--- src/sv/mbe_pkg.sv ---
// ----------------------------------------------------------------------------
// mbe_pkg: shared types and constants for the Mandelbrot escape-time unit
// Holds the fixed-point format, the register map, the payload words and the
// command and status words that join the controller to the datapath.
// ----------------------------------------------------------------------------
package mbe_pkg;

    // Fixed-point format: signed Q5.27 on 32 bits by default.
    localparam int FRACTION_BITS = 27;
    localparam int MAX_COLUMNS   = 1024;
    localparam int MAX_ROWS      = 1024;

    // Register map of the configuration port.
    localparam logic [1:0] REG_X_ORIGIN        = 2'd0;
    localparam logic [1:0] REG_Y_ORIGIN        = 2'd1;
    localparam logic [1:0] REG_STEP_SIZE       = 2'd2;
    localparam logic [1:0] REG_ITERATION_LIMIT = 2'd3;

    localparam int CFG_DATA_W = 30;

    // Reset values of the registers.
    localparam logic signed [29:0] X_ORIGIN_RST        = -30'sd268435456;
    localparam logic signed [29:0] Y_ORIGIN_RST        = -30'sd134217728;
    localparam logic        [27:0] STEP_SIZE_RST       = 28'd671089;
    localparam logic        [7:0]  ITERATION_LIMIT_RST = 8'd255;

    // Input word: one pixel.
    typedef struct packed {
        logic [9:0] column;
        logic [9:0] row;
    } pixel_t;

    // Result word: escape count with the pixel it belongs to.
    typedef struct packed {
        logic [7:0] iteration_count;
        logic [9:0] column_out;
        logic [9:0] row_out;
    } result_t;

    // Current register contents.
    typedef struct packed {
        logic signed [29:0] x_origin;
        logic signed [29:0] y_origin;
        logic        [27:0] step_size;
        logic        [7:0]  iteration_limit;
    } cfg_t;

    // Commands from the controller to the datapath.
    typedef struct packed {
        logic load;   // capture the pixel word
        logic setup;  // form c, clear z and the count
        logic step;   // run one iteration
    } cmd_t;

    // Status from the datapath to the controller.
    typedef struct packed {
        logic finish; // escaped or the iteration limit is reached
    } status_t;

endpackage

--- src/sv/mbe_ctrl.sv ---
// ----------------------------------------------------------------------------
// mbe_ctrl: sequencing state machine
// Walks each pixel through setup, the iteration loop and the result strobe.
// ----------------------------------------------------------------------------
module mbe_ctrl (
    input  logic             clk,
    input  logic             rst_n,
    input  logic             start,
    input  mbe_pkg::status_t status,
    output mbe_pkg::cmd_t    cmd,
    output logic             busy,
    output logic             done
);

    localparam logic [1:0] ST_IDLE  = 2'd0;
    localparam logic [1:0] ST_SETUP = 2'd1;
    localparam logic [1:0] ST_ITER  = 2'd2;
    localparam logic [1:0] ST_OUT   = 2'd3;

    logic [1:0] state_reg;
    logic [1:0] state_next;
    logic       accept;

    // A new word may be taken while idle or while the result is shown.
    assign busy   = (state_reg == ST_SETUP) || (state_reg == ST_ITER);
    assign done   = (state_reg == ST_OUT);
    assign accept = start && !busy;

    // Next state and datapath commands.
    always_comb
    begin
        state_next = state_reg;
        cmd        = '0;
        unique case (state_reg)
            ST_IDLE, ST_OUT:
            begin
                if (accept)
                begin
                    cmd.load   = 1'b1;
                    state_next = ST_SETUP;
                end
                else
                begin
                    state_next = ST_IDLE;
                end
            end
            ST_SETUP:
            begin
                cmd.setup  = 1'b1;
                state_next = ST_ITER;
            end
            ST_ITER:
            begin
                if (status.finish)
                begin
                    state_next = ST_OUT;
                end
                else
                begin
                    cmd.step = 1'b1;
                end
            end
            default:
            begin
                state_next = ST_IDLE;
            end
        endcase
    end

    always_ff @(posedge clk or negedge rst_n)
    begin
        if (!rst_n)
        begin
            state_reg <= ST_IDLE;
        end
        else
        begin
            state_reg <= state_next;
        end
    end

    // The strobe never lasts more than one cycle.
    assert property (@(posedge clk) disable iff (!rst_n) done |=> !done)
        else $error("result strobe held for two cycles");

    // An accepted word always goes to setup next.
    assert property (@(posedge clk) disable iff (!rst_n)
                     accept |=> (state_reg == ST_SETUP))
        else $error("accepted word did not enter setup");

    // A result follows only the end of the iteration loop.
    assert property (@(posedge clk) disable iff (!rst_n)
                     done |-> ($past(state_reg) == ST_ITER))
        else $error("result strobe without a finished loop");

    // The loop never iterates once it has finished.
    assert property (@(posedge clk) disable iff (!rst_n)
                     cmd.step |-> !status.finish)
        else $error("iteration issued after finish");

endmodule

--- config.mk ---
export PLATFORM = sky130hd
export DESIGN_NAME = mbe_ctrl
export DESIGN_NICKNAME = d
export VERILOG_FILES = /design/src/sv/mbe_pkg.sv /design/src/sv/mbe_ctrl.sv
export SDC_FILE = /design/constraint.sdc
export NUM_CORES = 1
export LEC_CHECK = 0
export BUFFER_PORTS_ARGS = -buffer_cell sky130_fd_sc_hd__buf_2
export CORE_AREA = 10 10 47 49
export CTS_BUF_LIST = sky130_fd_sc_hd__clkbuf_8 sky130_fd_sc_hd__clkbuf_16
export DETAILED_ROUTE_END_ITERATION = 6
export DIE_AREA = 0 0 57 59
export GPL_ROUTABILITY_DRIVEN = 1
export GPL_TIMING_DRIVEN = 0
export PLACE_DENSITY = 0.37
export SETUP_SLACK_MARGIN = 0.02
export SYNTH_ARGS = -nofsm -noshare
export SYNTH_HDL_FRONTEND = slang
export SYNTH_SLANG_ARGS = --single-unit
--- constraint.sdc ---
create_clock -name clk -period 1.15 [get_ports clk]
set_clock_uncertainty 0.15 [all_clocks]
set_input_delay 0.0575 -clock clk [delete_from_list [all_inputs] [get_ports clk]]
set_output_delay 0.0575 -clock clk [all_outputs]
set_load 0.01 [all_outputs]
==> impl_metrics.tcl, run 1 <==
set metrics [dict create \
    outcome "finished with violations" \
    violations "setup timing" \
    critPathMaxStageDelay_ns 0.40 \
    clkLatencyLatePin_ns 0.21 \
    die_width_um 57 \
    cts_tree "done" \
    crit_path_cell_trace "ha_4, and2_4, buf_6" \
    wl_met2_um 166 \
    rsz0062_at_grt "true" \
    wl_per_cell_um 10.3 \
    rr_endpoint "state_reg[0]" \
    ios 9 \
    setup.worst_path.start "state_reg[1]" \
    crit_fanout 3 \
    viasPerCell 3.47 \
    fin_area_um2 335 \
    synthCells 14 \
    grt_pass1_vias 181 \
    slew_violations 0 \
    endpoint "cmd[2]" \
    post_dp_cell_area_um2 231 \
    fin_nets 40 \
    slowest_stage "dfrtp_1" \
    core-area_mm2 0.00140 \
    worst_setup_path_start_kind "register" \
    cts_sinks 2 \
    cts_made_buffers 3 \
    path_class "reg -> out" \
    met3_length_um 75 \
    worstPathRequired_ns 0.94 \
    syn_area_um2 155 \
    end_kind "output port" \
    cts_buffer_depth 2 \
    hold_viol 0 \
    p_total_w 0.00113 \
    num_rows 14 \
    die_h_um 59 \
    ys_ff_latch 2 \
    synth-seq-area-share_pct 32.3 \
    area_delta_synth_final_pct 116 \
    pre_cts_slack_ns -0.0708 \
    yosys.area.top_type "dfrtp_1" \
    overflow 0 \
    netlist_top_cells_area "dfrtp_1 32%, ha_1 24%, a221oi_2 9.7%" \
    wl_met1_um 220 \
    rrSetupSlack_ns -0.11 \
    fmaxAchievable_mhz 753 \
    grt_util_all_layers_pct 3.42 \
    dr.pass1.iters 2 \
    fin_crit_sh_pct 116 \
    p_per_area_mw_per_mm2 3360 \
    syn_area_per_cell_um2 11.1 \
    timing.final.crit_period_ns 1.33 \
    yosysTopAreaCellShare_pct 32.3 \
    drt_iter0_drc 2 \
    antenna_found_initial 0 \
    setup_viol 7 \
    vias 163 \
    hold_depth 3 \
    grt_max_degree 4 \
    diodes 0 \
    synth.distinct_cells 9 \
    synth_warnings 0 \
    io_buffer_count 8 \
    drc 0 \
    worstMarginPinSlew_ns 0.176 \
    vdd_ir_drop_max_v 0.00105 \
    place_congestion 0.640 \
    ant_nets 0 \
    rr_worst_depth 4 \
    cts.clk_slew.worst_paths_ns 0.03 \
    whs_ns 0.0136 \
    largest_reg_flops 2 \
    drt_wl_total_um 482 \
    cts-root-buf "clkbuf_8" \
    synth_nets 21 \
    start_util_pct 11.1 \
    fp.dieArea_mm2 0.00336 \
    slew_headroom_pct 88.3 \
    grt_pass1_wl_um 745 \
    fin_ws_ns -0.179 \
    cp.arrival_ns 1.12 \
    drv_cap 0 \
    p_leak_nw 0.170 \
    highest_layer "met4" \
    timing.rr.start "state_reg[1]" \
    h-tree-depth 1 \
    drive_gt1_share_pct 74.2 \
    min_path_type "in -> reg" \
]
-- synthesized netlist by cell type --
cell      n
mux2i_1   1
dfrtp_1   2
a221oi_2  1
ha_1      3
inv_1     3
nor2b_1   1
and2_1    1
nor2b_4   1
a21oi_1   1
-- layout make-up --
type                    count  area (um2)
fillers                   160        1070
clock buffers               3        41.3
inverters                   3        11.3
repair buffers             14         100
multi-input cells           9         113
flip-flops and latches      2        50.0
well taps                  16        20.0
-- worst min path at each step --
stage | startpoint | endpoint | slack, ns
after CTS | status | state_reg[1] | 0.01
after floorplan | rst_n | state_reg[0] | -0.39
after global routing | status | state_reg[1] | 0.03
after global placement | rst_n | state_reg[1] | -0.31
final | status | state_reg[1] | 0.01
after detailed placement | rst_n | state_reg[1] | -0.31
-- routing by layer --
metal  GRT usage [%]  up-vias
met5               0        -
li1                -       79
met3            4.29        4
met4            5.03        0
met2            2.79       11
met1            3.09       69
-- through the flow --
stage	std cells	setup TNS (ns)	util (%)
2_1_floorplan	14	-0.0744	-
3_3_place_gp	38	-0.124	16.5
3_5_place_dp	38	-0.152	16.5
4_1_cts	47	-0.862	23.9
5_1_grt	47	-1.17	23.9
6_report	47	-0.842	23.9
-- layout by cell type (no fill, tap or decap), drive strengths merged --
| cell | instances |
|---|---|
| buf | 13 |
| and2 | 1 |
| clkbuf | 3 |
| inv | 3 |
| a221oi | 1 |
| dfrtp | 2 |
| mux2i | 1 |
| ha | 3 |
| dlygate4sd3 | 1 |
| a21oi | 1 |
| nor2b | 2 |
-- power by group --
part           switching (W)  internal (W)  total [W]
clock network      0.0000547      0.000221   0.000276
registers          0.0000340      0.000110   0.000144
logic               0.000300      0.000408   0.000708
total               0.000389      0.000740    0.00113
-- cells by family (layout without fill, tap and decap cells) --
family | count (synthesis) | after routing | share of synthesized area, %
AND/OR/NAND/NOR | 3 | 3 | 16.9
buffers and inverters | 3 | 20 | 7.26
multiplexers | 1 | 1 | 6.45
adder cells (fa/ha/maj) | 3 | 3 | 24.2
flip-flops | 2 | 2 | 32.3
AO/OA/AOI/OAI | 2 | 2 | 12.9
-- critical path: cells and delay by family (launching register included) --
kind / cells / cell delay (ns)
DFF: 1 / 0.40
adders and majority gates: 1 / 0.29
and+or+nand+nor: 1 / 0.13
buffers and inverters: 1 / 0.09
-- repair_timing --
action	CTS	global route
hold endpoints to repair	2	0
gates resized for setup	4	0
pin swaps	3	1
setup buffers	5	0
endpoints found under the setup margin	7	7
hold buffers	1	0
Note: power is estimated with default switching activity, not from simulation.
==> run 2: changes to the inputs <==
PLACE_DENSITY = 0.36   (was 0.37)
clock period = 1.5 ns   (was 1.15 ns; I/O delays follow)
==> run 2 against run 1 <==
  * The flow now finishes without violations
  * Clock power down 22%
  * Routed wire length down 8.9%
  * Die area unchanged
  * First-iteration DRC count down 100%
  * Global-route usage down 0.26 points
  * Non-clock buffer count down 4
==> impl_metrics.tcl, run 2 (synthesis gave the netlist of run 1 again) <==
set metrics [dict create \
    outcome "finished, final reports clean" \
    slew_violations 0 \
    cts_buffer_depth 2 \
    fin_nets 36 \
    vdd_ir_drop_max_v 0.000562 \
    clkLatencyLatePin_ns 0.21 \
    cts_sinks 2 \
    drc 0 \
    grt_util_all_layers_pct 3.15 \
    drt_wl_total_um 439 \
    drv_cap 0 \
    worstPathRequired_ns 1.27 \
    die_width_um 57 \
    tns_ns 0 \
    area_delta_synth_final_pct 84.7 \
    stdcell_count 43 \
    fp.dieArea_mm2 0.00336 \
    min_path_type "in -> async" \
    crit_fanout 5 \
    timing.final.crit_period_ns 1.42 \
    p_leak_nw 0.147 \
    worstMarginPinSlew_ns 0.185 \
    start_util_pct 11.1 \
    final_common_cell "buf_2" \
    crit_path_cell_trace "inv_2, ha_4, and2_1, buf_2" \
    antenna_found_initial 0 \
    place_congestion 0.630 \
    end_kind "output port" \
    fin_ws_ns 0.0789 \
    diodes 0 \
    p_per_area_mw_per_mm2 2510 \
    fin_crit_sh_pct 94.7 \
    overflow 0 \
    hold_viol 0 \
    pre_cts_slack_ns 0.173 \
    critPathMaxStageDelay_ns 0.39 \
    worst_setup_path_start_kind "register" \
    num_rows 14 \
    rsz0062_at_grt "false" \
    wl_per_cell_um 10.2 \
    io_buffer_count 8 \
    drt_iter0_drc 0 \
    die_h_um 59 \
    final_util_pct 20.4 \
    core-area_mm2 0.00140 \
    dpl.cell_count 38 \
    multi_input_area_um2 106 \
    drive_gt1_share_pct 59.3 \
    ant_nets 0 \
    path_class "reg -> out" \
    mostFrequentLayoutCells "8 x buf_2, 3 x clkbuf_8, 2 x inv_1, 2 x ha_1, 2 x dfrtp_1" \
    cts_tree "done" \
    slowest_stage "dfrtp_1" \
    cts.clk_slew.worst_paths_ns 0.03 \
    vias 144 \
    grt_max_degree 6 \
    cp.arrival_ns 1.20 \
    fillCellCount 164 \
    grt_pass1_vias 189 \
    slew_headroom_pct 87.7 \
    cts-root-buf "clkbuf_8" \
    h-tree-depth 1 \
    cts_made_buffers 3 \
    regArea_um2 50.0 \
    dp_hpwl_um 308 \
    dr.pass1.iters 1 \
    ios 9 \
    grt_pass1_wl_um 710 \
    setup_viol 0 \
    fmaxAchievable_mhz 704 \
    viasPerCell 3.35 \
    largest_reg_flops 2 \
]
[run 2: cell count changes in the layout (fill, tap and decap cells not counted), sizes merged]
cell / delta
buf: -4
[run 2: layout make-up]
cell class | instances | area share (%)
timing repair buffer | 10 | 20.1
sequential | 2 | 17.5
tap | 16 | 6.99
clock buffer | 3 | 14.4
multi-input combinational | 9 | 37.1
inverter | 3 | 3.93
[run 2: what timing repair did]
item                       in CTS  in global routing
setup buffers                   0                  1
gates resized for setup         2                  0
hold buffers                    1                  0
hold endpoints to repair        2                  0
setup endpoints to repair       1                  1
[run 2: stage by stage]
| step | power [W] | cell area, um2 | hold slack [ns] |
|---|---|---|---|
| after global placement | 0.000424 | 215 | -0.288 |
| after floorplan | 0.000332 | 155 | -0.371 |
| after CTS | 0.000715 | 279 | 0.0238 |
| after detailed placement | 0.000435 | 215 | -0.288 |
| final | 0.000719 | 287 | 0.0253 |
| after global routing | 0.000785 | 287 | 0.0372 |
[run 2: where the power goes]
group	internal, W	switching (W)
Clock	0.000170	0.0000460
Combinational	0.000203	0.000185
Sequential	0.0000844	0.0000304
Total	0.000458	0.000262
[run 2: worst paths after layout]
path                              start           end  slack [ns]  depth (start not counted)
setup / recovery           state_reg[0]        cmd[2]        0.08                          4
hold / removal                    rst_n  state_reg[0]        0.03                          2
setup reg to reg           state_reg[0]  state_reg[0]        0.27                          4
hold reg to reg            state_reg[1]  state_reg[1]        0.47                          2
max in group asynchronous         rst_n  state_reg[1]        1.08                          2
min in group clk                 status  state_reg[1]        0.03                          3
[run 2: worst max-delay path, delay by kind of cell, from the launching register on]
| kind | cells | cell delay, ns |
|---|---|---|
| buffers and inverters | 2 | 0.22 |
| adder cells (fa/ha/maj) | 1 | 0.22 |
| AND/OR/NAND/NOR | 1 | 0.15 |
| flip-flops | 1 | 0.39 |
[run 2: routing by layer]
layer	GRT usage, %	up-vias	part of all wire, %
met5	0	-	0
met4	5.03	0	5.5
met3	4.08	4	22
met2	2.48	13	29
met1	2.73	56	43
li1	-	71	-
