**config.mk**
```make
export PLATFORM = sky130hd
export DESIGN_NAME = mbe_regs
export DESIGN_NICKNAME = d
export VERILOG_FILES = /design/src/sv/mbe_pkg.sv /design/src/sv/mbe_regs.sv
export SDC_FILE = /design/constraint.sdc
export NUM_CORES = 1
export LEC_CHECK = 0
export ABC_AREA = 1
export BUFFER_PORTS_ARGS = -buffer_cell sky130_fd_sc_hd__buf_2
export CAP_MARGIN = 40
export CORE_UTILIZATION = 50
export DETAILED_ROUTE_END_ITERATION = 6
export PLACE_DENSITY = 0.83
export SETUP_SLACK_MARGIN = 0.2
export SYNTH_ARGS = -nofsm -noshare
export SYNTH_HDL_FRONTEND = slang
export SYNTH_SLANG_ARGS = --single-unit
export TNS_END_PERCENT = 30
```
**constraint.sdc**
```tcl
create_clock -name clk -period 1 [get_ports clk]
set_clock_uncertainty 0.1 [all_clocks]
set_input_delay 0.05 -clock clk [delete_from_list [all_inputs] [get_ports clk]]
set_output_delay 0.05 -clock clk [all_outputs]
set_load 0.02 [all_outputs]
```
**src/sv/mbe_pkg.sv**
```systemverilog
// ----------------------------------------------------------------------------
// mbe_pkg: shared types and constants for the Mandelbrot escape-time unit
// Holds the fixed-point format, the register map, the payload words and the
// command and status words that join the controller to the datapath.
// ----------------------------------------------------------------------------
package mbe_pkg;

    // Fixed-point format: signed Q5.27 on 32 bits by default.
    localparam int FRACTION_BITS = 27;
    localparam int MAX_COLUMNS   = 1024;
    localparam int MAX_ROWS      = 1024;

    // Register map of the configuration port.
    localparam logic [1:0] REG_X_ORIGIN        = 2'd0;
    localparam logic [1:0] REG_Y_ORIGIN        = 2'd1;
    localparam logic [1:0] REG_STEP_SIZE       = 2'd2;
    localparam logic [1:0] REG_ITERATION_LIMIT = 2'd3;

    localparam int CFG_DATA_W = 30;

    // Reset values of the registers.
    localparam logic signed [29:0] X_ORIGIN_RST        = -30'sd268435456;
    localparam logic signed [29:0] Y_ORIGIN_RST        = -30'sd134217728;
    localparam logic        [27:0] STEP_SIZE_RST       = 28'd671089;
    localparam logic        [7:0]  ITERATION_LIMIT_RST = 8'd255;

    // Input word: one pixel.
    typedef struct packed {
        logic [9:0] column;
        logic [9:0] row;
    } pixel_t;

    // Result word: escape count with the pixel it belongs to.
    typedef struct packed {
        logic [7:0] iteration_count;
        logic [9:0] column_out;
        logic [9:0] row_out;
    } result_t;

    // Current register contents.
    typedef struct packed {
        logic signed [29:0] x_origin;
        logic signed [29:0] y_origin;
        logic        [27:0] step_size;
        logic        [7:0]  iteration_limit;
    } cfg_t;

    // Commands from the controller to the datapath.
    typedef struct packed {
        logic load;   // capture the pixel word
        logic setup;  // form c, clear z and the count
        logic step;   // run one iteration
    } cmd_t;

    // Status from the datapath to the controller.
    typedef struct packed {
        logic finish; // escaped or the iteration limit is reached
    } status_t;

endpackage

```
**src/sv/mbe_regs.sv**
```systemverilog
// ----------------------------------------------------------------------------
// mbe_regs: configuration registers
// Four write-only registers loaded through a plain write port.
// ----------------------------------------------------------------------------
module mbe_regs (
    input  logic                           clk,
    input  logic                           rst_n,
    input  logic                           cfg_write,
    input  logic [1:0]                     cfg_index,
    input  logic [mbe_pkg::CFG_DATA_W-1:0] cfg_data,
    output mbe_pkg::cfg_t                  cfg
);

    mbe_pkg::cfg_t cfg_reg;
    mbe_pkg::cfg_t cfg_next;

    // Decode the register index and take the low bits of the write data.
    always_comb
    begin
        cfg_next = cfg_reg;
        if (cfg_write)
        begin
            unique case (cfg_index)
                mbe_pkg::REG_X_ORIGIN:        cfg_next.x_origin = cfg_data[29:0];
                mbe_pkg::REG_Y_ORIGIN:        cfg_next.y_origin = cfg_data[29:0];
                mbe_pkg::REG_STEP_SIZE:       cfg_next.step_size = cfg_data[27:0];
                mbe_pkg::REG_ITERATION_LIMIT: cfg_next.iteration_limit = cfg_data[7:0];
                default:                      cfg_next = cfg_reg;
            endcase
        end
    end

    always_ff @(posedge clk or negedge rst_n)
    begin
        if (!rst_n)
        begin
            cfg_reg.x_origin        <= mbe_pkg::X_ORIGIN_RST;
            cfg_reg.y_origin        <= mbe_pkg::Y_ORIGIN_RST;
            cfg_reg.step_size       <= mbe_pkg::STEP_SIZE_RST;
            cfg_reg.iteration_limit <= mbe_pkg::ITERATION_LIMIT_RST;
        end
        else
        begin
            cfg_reg <= cfg_next;
        end
    end

    assign cfg = cfg_reg;

endmodule

```
==> results of run 1 <==
[power by group through the flow]
stage          Clock (W)  Combinational (W)  Sequential [W]
6_report         0.00236            0.00328         0.00506
4_1_cts          0.00238            0.00300         0.00501
3_3_place_gp           0            0.00253         0.00499
2_1_floorplan          0           0.000702         0.00579
3_5_place_dp           0            0.00259         0.00502
5_1_grt          0.00256            0.00351         0.00512
[layout make-up]
| class | count | area share [%] |
|---|---|---|
| well taps | 99 | 2.15 |
| clock inverters | 3 | 0.261 |
| flip-flops and latches | 96 | 42.3 |
| repair buffers | 204 | 29.0 |
| clock buffers | 13 | 2.93 |
| inverters | 2 | 0.130 |
| multi-input cells | 293 | 23.3 |
[cell usage after synthesis, drive strengths merged]
| master | instances |
|---|---|
| buf | 25 |
| clkbuf | 11 |
| dfrtp | 72 |
| dfstp | 24 |
| inv | 2 |
| nand2 | 193 |
| nand3 | 33 |
| nand4 | 66 |
| nor2 | 1 |
[worst min-delay path, delay by kind of cell]
| kind | cells | cell delay [ns] |
|---|---|---|
| buffers and inverters | 2 | 0.29 |
| AND/OR/NAND/NOR | 2 | 0.13 |
[final timing paths]
path / from / endpoint / slack [ns] / depth (start not counted)
hold reg to reg: cfg[51] / cfg[51] / 0.37 / 2
setup / recovery: cfg[94] / cfg[94] / -0.19 / 1
hold / removal: cfg_write / cfg[14] / 0.03 / 4
max in group asynchronous: rst_n / cfg[25] / 0.38 / 3
setup reg to reg: cfg[18] / cfg[18] / 0.08 / 3
min in group asynchronous: rst_n / cfg[46] / 0.12 / 3
[per-stage QoR]
step                instances  area (um^2)  utilization [%]  hold slack, ns  worst slack, ns
floorplan                 427         3970                -          -0.346            0.156
global placement          648         4810             65.0         -0.0356         -0.00187
detailed placement        648         4810             65.0         -0.0355          -0.0401
CTS                       699         5560             75.1          0.0196           -0.191
global route              710         5760             77.7          0.0310           -0.213
finish                    710         5760             77.7          0.0337           -0.192
[cell usage in the layout (no fill, tap or decap)]
master | Yosys | layout
sky130_fd_sc_hd__buf_2 | 19 | 77
sky130_fd_sc_hd__clkbuf_8 | 0 | 12
sky130_fd_sc_hd__buf_6 | 0 | 51
sky130_fd_sc_hd__nand3_1 | 32 | 32
sky130_fd_sc_hd__nand4_1 | 66 | 66
sky130_fd_sc_hd__dlygate4sd3_1 | 0 | 31
sky130_fd_sc_hd__buf_4 | 1 | 40
sky130_fd_sc_hd__nand3_4 | 0 | 1
sky130_fd_sc_hd__clkinv_2 | 0 | 3
sky130_fd_sc_hd__clkbuf_1 | 11 | 1
sky130_fd_sc_hd__inv_1 | 2 | 2
sky130_fd_sc_hd__nand2_1 | 193 | 186
sky130_fd_sc_hd__dfstp_2 | 24 | 24
sky130_fd_sc_hd__dfrtp_1 | 72 | 72
sky130_fd_sc_hd__nor2_2 | 0 | 1
sky130_fd_sc_hd__buf_12 | 0 | 5
sky130_fd_sc_hd__nand2_2 | 0 | 7
[cell families (layout without fill, tap and decap cells)]
kind of cell / Yosys count / after routing
DFF: 96 / 96
buffers and inverters: 38 / 222
and+or+nand+nor: 293 / 293
[repair_timing]
item,in CTS,in global routing
pin swaps,14,21
setup buffers,4,11
hold buffers,31,0
gates resized for setup,72,37
setup endpoints to repair,110,124
endpoints found under the hold margin,192,0
[metal layers]
metal	routed length, um	up-vias	global-route usage [%]
li1	-	1784	-
met3	945	38	6.06
met5	0	-	0
met4	342	0	12.2
met1	4690	1892	37.6
met2	6340	219	51.2
==> run_results.csv, run 1 <==
group,metric,value,unit
run_status,outcome,"finished with violations",
run_status,violations,"setup timing",
grt,grt_util_all_layers,30.1,%
detailed_routing,drt_wl_total,12300,um
clocking,clock_latency_on_the_worst_skew_pair,0.35,ns
setup_path,critical_path.top_delay_family,"flip-flops",
timing,grt_setup_unrepaired,"yes",
pwr,clock_power_share,22.0,%
timing,final.min_clock_period,1.19,ns
floorplanning,design.portCount,131,
detailed_routing,average_wire_length_per_cell_after_detail_routing,17.3,um
cells_and_area,antenna-diode-count,0,
setup_path,worst-endpoint-required,0.85,ns
cells_and_area,fillCellCount,495,
pwr,sequentialPowerShare,47.3,%
clocking,numCtsBuffers,9,
setup_path,critPathBufInv,1,
detailed_routing,first_iter_violations,299,
placement,port_buffers,130,
yosys,synth_sequential_area_ratio,62.1,%
cells_and_area,largest_register_ff_count,96,
yosys,synth.distinct_cells,12,
setup_path,cp_slowest_stage_delay,0.56,ns
clocking,cts_tree,"built",
pwr,p_total,0.0107,W
floorplanning,design.core.area,0.00741,mm^2
clocking,clock-root-buffer,"sky130_fd_sc_hd__clkbuf_8",
timing,max_slew_headroom,78.8,%
grt,grt_pass1_vias,3850,
setup_path,setup.worst_path.class,"flip-flop to primary output",
floorplanning,chipHeight,90.5,um
pwr,total_leakage_power,3.08,nW
grt,grt_start_max_net_pins,50,
yosys,synth_compound_area_share,0,%
detailed_routing,route.detailed.vias_per_inst,5.54,
floorplanning,dieWidth,90.5,um
yosys,postSynthNetCount,462,
placement,finalWeightedCongestion,0.858,
setup_path,worstSetupStartpointType,"flip-flop",
grt,grt_first_pass_wirelength,19200,um
clocking,cts_sinks,96,
cells_and_area,sequential_cell_area,0.00243,mm^2
cells_and_area,synthToLayoutAreaGrowth,47.1,%
detailed_routing,drt_pass1_iterations,5,
yosys,yosys-top-cells-area,"sky130_fd_sc_hd__dfrtp_1, sky130_fd_sc_hd__nand2_1, sky130_fd_sc_hd__dfstp_2",
min_path,holdCritPathClass,"input port to flip-flop",
yosys,post-synth-top-area-fraction,46.0,%
pwr,power_switching,0.00357,W
detailed_routing,num_vias,3933,
clocking,htree_depth,3,
cells_and_area,multi_input_area,0.00134,mm^2
placement,dpl.hpwl,7590,um
setup_path,worst-endpoint-arrival,1.04,ns
yosys,adder_and_majority_gate_portion_of_the_synthesized_area,0,%
setup_path,cp-end-kind,"primary output",
yosys,synth_xor_area_share,0,%
timing,postLayoutSetupSlackWorst,-0.192,ns
timing,tightest_slew,0.316,ns
cells_and_area,final_layout_size_suffix_gt1_share,36.2,%
floorplanning,floorplan.rows,31,
timing,hold_violations_final,0,
pwr,cellPowerDensity,1860,mW/mm^2
clocking,ctsLongestPathBuffers,2,
floorplanning,floorplan.initialDensity,52.8,%
timing,post_route_clock_period_utilization,119,%
timing,timing.final.setup_violations,96,
detailed_routing,detail-route-antenna-nets,0,
pwr,p_int,0.00713,W
pwr,power_frac_comb,30.7,%
timing,fmaxAchievable,839,MHz
yosys,synth_top_family_by_area,"simple AND/OR/NAND/NOR gates",
clocking,path_clk_slew,0.09,ns
floorplanning,floorplan.die_area,0.00819,mm^2
timing,setup_total_negative_slack,-8.12,ns
timing,final-max-slew-violation-count,0,
yosys,ys_warn_count,0,
yosys,post_synth_mux_area_share,0,%
setup_path,cell_at_the_slowest_stage_of_the_critical_path,"sky130_fd_sc_hd__dfstp_2",
cells_and_area,design.final.nets,641,
yosys,synth_area_per_cell,9.17,um^2
yosys,synth.cell_area,0.00391,mm^2
grt,overflow,0,
yosys,yosys.area_share.simple,33.5,%
setup_path,path_cells,"buf_6",
grt,grt_antenna_before_repair,0,
yosys,netlist.top_cell.by_area,"sky130_fd_sc_hd__dfrtp_1",
setup_path,path_max_fanout,2,
pwr,worst_ir_drop_vdd,1020,uV
detailed_routing,drcViolationCount,0,
flow_run,max_cap_violations,0,
yosys,synth_register_bits,96,
pwr,switching_share,33.4,%
yosys,number_of_cells_produced_by_synthesis,427,
Note: power is estimated with default switching activity, not from simulation.
==> run 2: changes to the inputs <==
--- a/config.mk
+++ b/config.mk
@@ -8,9 +8,11 @@
 export ABC_AREA = 1
 export BUFFER_PORTS_ARGS = -buffer_cell sky130_fd_sc_hd__buf_2
 export CAP_MARGIN = 40
-export CORE_UTILIZATION = 50
+export CELL_PAD_IN_SITES_DETAIL_PLACEMENT = 1
+export CELL_PAD_IN_SITES_GLOBAL_PLACEMENT = 1
+export CORE_UTILIZATION = 37
 export DETAILED_ROUTE_END_ITERATION = 6
-export PLACE_DENSITY = 0.83
+export PLACE_DENSITY_LB_ADDON = 0.1
 export SETUP_SLACK_MARGIN = 0.2
 export SYNTH_ARGS = -nofsm -noshare
 export SYNTH_HDL_FRONTEND = slang
==> run_results.csv, run 2 (synthesized netlist as in run 1, its figures left out) <==
group,metric,value,unit
run_status,outcome,"finished with violations",
run_status,violations,"hold timing, setup timing",
setup_path,path_cells,"buf_6",
setup_path,cp-end-kind,"primary output",
clocking,htree_depth,3,
timing,post_route_clock_period_utilization,119,%
grt,grt_antenna_before_repair,1,
pwr,total_leakage_power,3.15,nW
setup_path,crit_path_start,"cfg[8]",
grt,met3_usage,6.43,%
floorplanning,chipHeight,105,um
setup_path,r2r_cells,4,
cells_and_area,final_layout_size_suffix_gt1_share,36.3,%
grt,grt_first_pass_wirelength,21300,um
detailed_routing,num_vias,3891,
placement,finalWeightedCongestion,0.769,
detailed_routing,drt_wl_total,13400,um
clocking,cts_sinks,96,
setup_path,setup.worst_path.class,"flip-flop to primary output",
setup_path,worst-endpoint-arrival,1.04,ns
floorplanning,floorplan.die_area,0.0110,mm^2
placement,dpl.hpwl,8700,um
cells_and_area,synthToLayoutAreaGrowth,52.1,%
setup_path,critical_path.top_delay_family,"flip-flops",
pwr,cellPowerDensity,1930,mW/mm^2
cells_and_area,sequential_cell_area,0.00243,mm^2
cells_and_area,multi_input_area,0.00134,mm^2
detailed_routing,detail-route-antenna-nets,0,
setup_path,worstSetupStartpointType,"flip-flop",
setup_path,capture_point_of_the_worst_reg_to_reg_path,"cfg[7]",
min_path,holdCritPathClass,"input port to asynchronous set/reset pin",
clocking,clock-root-buffer,"sky130_fd_sc_hd__clkbuf_8",
setup_path,worst_r2r_startpoint,"cfg[7]",
timing,final.min_clock_period,1.19,ns
timing,hold_violations_final,85,
clocking,cts_tree,"built",
setup_path,critPathBufInv,1,
grt,overflow,0,
cells_and_area,fillCellCount,1204,
clocking,path_clk_slew,0.10,ns
cells_and_area,largest_register_ff_count,96,
timing,final-max-slew-violation-count,0,
cells_and_area,final_common_cell,"sky130_fd_sc_hd__nand2_1",
setup_path,cp_slowest_stage_delay,0.55,ns
grt,grt_util_all_layers,25.0,%
detailed_routing,drt_pass1_iterations,4,
detailed_routing,route.detailed.vias_per_inst,5.18,
floorplanning,floorplan.rows,37,
timing,max_slew_headroom,79.6,%
cells_and_area,design.final.nets,645,
setup_path,cell_at_the_slowest_stage_of_the_critical_path,"sky130_fd_sc_hd__dfstp_2",
timing,fmaxAchievable,842,MHz
timing,tightest_slew,0.305,ns
clocking,ctsLongestPathBuffers,2,
floorplanning,dieWidth,105,um
floorplanning,design.portCount,131,
timing,postLayoutSetupSlackWorst,-0.188,ns
clocking,clock_latency_on_the_worst_skew_pair,0.36,ns
grt,grt_use_met2,42.8,%
flow_run,max_cap_violations,0,
cells_and_area,layout.cells.most_common_list,"sky130_fd_sc_hd__nand2_1, sky130_fd_sc_hd__buf_2, sky130_fd_sc_hd__dfrtp_1",
floorplanning,floorplan.initialDensity,38.1,%
grt,grt_start_max_net_pins,34,
grt,met1_resource_use_gr,30.9,%
timing,setup_total_negative_slack,-8.24,ns
floorplanning,design.core.area,0.0103,mm^2
placement,port_buffers,130,
grt,grt_pass1_vias,4049,
setup_path,worst-endpoint-required,0.85,ns
cells_and_area,antenna-diode-count,0,
detailed_routing,drcViolationCount,0,
timing,whs,-0.542,ns
clocking,numCtsBuffers,9,
grt,grt-busiest-layer,"met2",
detailed_routing,average_wire_length_per_cell_after_detail_routing,17.8,um
setup_path,setup.reg_to_reg.worst_slack,0.01,ns
setup_path,path_max_fanout,2,
detailed_routing,first_iter_violations,153,
cells_and_area,postLayoutCoreUtil,57.9,%
timing,grt_setup_unrepaired,"yes",
pwr,worst_ir_drop_vdd,838,uV
timing,timing.final.setup_violations,96,
[run 2: cell count changes in the layout (fill, tap and decap cells not counted)]
cell / change
sky130_fd_sc_hd__clkbuf_1: -1
sky130_fd_sc_hd__bufinv_16: +2
sky130_fd_sc_hd__dlymetal6s4s_1: +1
sky130_fd_sc_hd__buf_2: -4
sky130_fd_sc_hd__nand2_1: +1
sky130_fd_sc_hd__buf_6: +5
sky130_fd_sc_hd__buf_12: +1
sky130_fd_sc_hd__clkbuf_16: +2
sky130_fd_sc_hd__clkinv_2: -1
sky130_fd_sc_hd__dlygate4sd3_1: +1
sky130_fd_sc_hd__nand2_2: -1
sky130_fd_sc_hd__clkbuf_8: -2
[run 2: worst max-delay path by stage]
stage | endpoint | slack (ns) | cells past startpoint
final | cfg[8] | -0.19 | 1
after floorplan | cfg[0] | 0.16 | 2
after detailed placement | cfg[78] | -0.03 | 6
after global placement | cfg[73] | 0.03 | 6
after CTS | cfg[8] | -0.21 | 1
after global routing | cfg[4] | -0.23 | 1
[run 2: metrics by stage]
stage / cells / instance area, um^2 / hold WS (ns) / worst slack, ns / power (W)
6_report: 751 / 5950 / -0.542 / -0.188 / 0.0115
5_1_grt: 751 / 5950 / -0.548 / -0.234 / 0.0120
4_1_cts: 742 / 5770 / -0.486 / -0.207 / 0.0113
3_5_place_dp: 691 / 4920 / -0.0900 / -0.0334 / 0.00768
3_3_place_gp: 691 / 4920 / -0.0856 / 0.0342 / 0.00760
2_1_floorplan: 427 / 3970 / -0.346 / 0.156 / 0.00649
[run 2: timing repair]
action                     in CTS  in global routing
hold buffers                   31                  2
setup endpoints to repair     107                128
buffers inserted                4                  7
pin swaps                      14                  9
hold endpoints to repair      174                 93
resized for setup              81                 36
cloned                          0                  0
[run 2: report_power, final]
part	total, W	switching, W	leakage (nW)	internal (W)
logic	0.00329	0.00186	1.87	0.00143
registers	0.00505	0.000431	1.15	0.00461
clock network	0.00315	0.00138	0.133	0.00177
[run 2: layout make-up]
class / instances / area share (%)
multi-input cells: 293 / 22.4
flip-flops and latches: 96 / 40.9
well taps: 136 / 2.86
clock inverters: 4 / 1.18
repair buffers: 208 / 29.4
inverters: 2 / 0.126
clock buffers: 12 / 3.15
[run 2: per-layer routing]
metal  up-vias  share of wire, %
li1       1788                 -
met1      1969                42
met2       116                51
met3        16               5.1
met4         2               1.3
met5         -             0.097
==> run 3: changes to the inputs <==
==> constraint.sdc (replaced) <==
create_clock -name clk -period 1.25 [get_ports clk]
set_clock_uncertainty 0.1 [all_clocks]
set_input_delay 0.0625 -clock clk [delete_from_list [all_inputs] [get_ports clk]]
set_output_delay 0.0625 -clock clk [all_outputs]
set_load 0.02 [all_outputs]
==> run_results.csv, run 3 (synthesized netlist as in run 1, its figures left out) <==
group,metric,value,unit
cells_and_area,final_layout_size_suffix_gt1_share,32.5,%
detailed_routing,average_wire_length_per_cell_after_detail_routing,17.5,um
detailed_routing,route.detailed.vias_per_inst,5.06,
clocking,cts_tree,"built",
floorplanning,chipHeight,105,um
floorplanning,design.core.area,0.0103,mm^2
clocking,clock-root-buffer,"sky130_fd_sc_hd__clkbuf_8",
cells_and_area,multi_input_area,0.00131,mm^2
floorplanning,floorplan.initialDensity,38.1,%
grt,grt_util_all_layers,24.5,%
setup_path,critical_path.top_delay_family,"flip-flops",
timing,final-max-slew-violation-count,0,
grt,grt_start_max_net_pins,44,
grt,grt_antenna_before_repair,0,
clocking,cts_sinks,96,
placement,finalWeightedCongestion,0.757,
setup_path,path_cells,"buf_6",
timing,hold_violations_final,0,
cells_and_area,synthToLayoutAreaGrowth,40.6,%
setup_path,critPathBufInv,1,
cells_and_area,layout.cells.most_common_list,"sky130_fd_sc_hd__nand2_1, sky130_fd_sc_hd__buf_2, sky130_fd_sc_hd__dfrtp_1",
timing,whs,0.0431,ns
flow_run,max_cap_violations,0,
setup_path,worst-endpoint-arrival,1.04,ns
cells_and_area,sequential_cell_area,0.00243,mm^2
cells_and_area,design.final.nets,627,
grt,grt_first_pass_wirelength,20600,um
detailed_routing,drcViolationCount,0,
cells_and_area,largest_register_ff_count,96,
timing,grt_setup_unrepaired,"yes",
setup_path,setup.worst_path.class,"flip-flop to primary output",
timing,tightest_slew,0.394,ns
timing,max_slew_headroom,73.7,%
cells_and_area,fillCellCount,1227,
timing,post_route_clock_period_utilization,96.2,%
detailed_routing,num_vias,3709,
pwr,cellPowerDensity,1480,mW/mm^2
setup_path,path_max_fanout,2,
setup_path,cp-end-kind,"primary output",
clocking,path_clk_slew,0.09,ns
grt,grt_pass1_vias,3823,
detailed_routing,first_iter_violations,118,
cells_and_area,antenna-diode-count,0,
setup_path,worst-endpoint-required,1.09,ns
clocking,clock_latency_on_the_worst_skew_pair,0.36,ns
floorplanning,floorplan.die_area,0.0110,mm^2
detailed_routing,detail-route-antenna-nets,0,
setup_path,cp_slowest_stage_delay,0.56,ns
clocking,htree_depth,3,
min_path,holdCritPathClass,"input port to asynchronous set/reset pin",
floorplanning,dieWidth,105,um
timing,final.min_clock_period,1.20,ns
clocking,numCtsBuffers,9,
pwr,total_leakage_power,2.96,nW
placement,port_buffers,130,
floorplanning,floorplan.rows,37,
floorplanning,design.portCount,131,
clocking,ctsLongestPathBuffers,2,
detailed_routing,drt_pass1_iterations,4,
setup_path,worstSetupStartpointType,"flip-flop",
timing,fmaxAchievable,831,MHz
cells_and_area,final_common_cell,"sky130_fd_sc_hd__nand2_1",
timing,setup_total_negative_slack,0,ns
grt,overflow,0,
run_status,outcome,"completed",
pwr,worst_ir_drop_vdd,557,uV
setup_path,cell_at_the_slowest_stage_of_the_critical_path,"sky130_fd_sc_hd__dfstp_2",
placement,dpl.hpwl,8670,um
detailed_routing,drt_wl_total,12800,um
setup_path,setup.reg_to_reg.worst_slack,0.24,ns
timing,timing.final.setup_violations,0,
run 3: report_power, final:
part	internal, W	switching [W]	leakage [nW]	total [W]
Combinational	0.000915	0.00144	1.73	0.00235
Clock	0.000786	0.00100	0.0790	0.00179
Sequential	0.00369	0.000327	1.15	0.00402
Total	0.00539	0.00276	2.96	0.00816
run 3: per-layer routing:
| layer | vias up | GRT usage, % | routed length (um) |
|---|---|---|---|
| met5 | - | 0 | 0 |
| met4 | 0 | 9.86 | 332 |
| met3 | 28 | 5.05 | 595 |
| met2 | 109 | 41.9 | 6360 |
| met1 | 1822 | 30.2 | 5560 |
| li1 | 1750 | - | - |
run 3: final cells by class:
cell class | instances | share of cell area (%)
multi-input cells | 293 | 23.9
repair buffers | 190 | 25.8
clock buffers | 16 | 2.91
flip-flops and latches | 96 | 44.2
inverters | 2 | 0.136
well taps | 136 | 3.09
run 3: timing repair:
item,CTS,global route
gates resized for setup,56,3
hold buffers,32,0
endpoints found under the hold margin,174,0
setup endpoints to repair,96,106
buffers inserted,2,1
run 3: path summary, 6_finish.rpt:
check / start / to / cells past startpoint
min in group clk: cfg_index[0] / cfg[8] / 4
max in group asynchronous: rst_n / cfg[95] / 3
max: cfg[14] / cfg[14] / 1
min reg2reg: cfg[29] / cfg[29] / 2
min: rst_n / cfg[78] / 2
max reg2reg: cfg[1] / cfg[1] / 4
run 3: metrics by stage:
step	util, %	area, um^2	setup WS (ns)	instances	power, W
global placement	46.9	4820	0.121	682	0.00605
CTS	53.4	5490	0.0206	732	0.00822
finish	53.6	5500	0.0470	733	0.00816
floorplan	-	3910	0.357	427	0.00517
global route	53.6	5500	0.00518	733	0.00857
detailed placement	46.9	4820	0.0708	682	0.00611
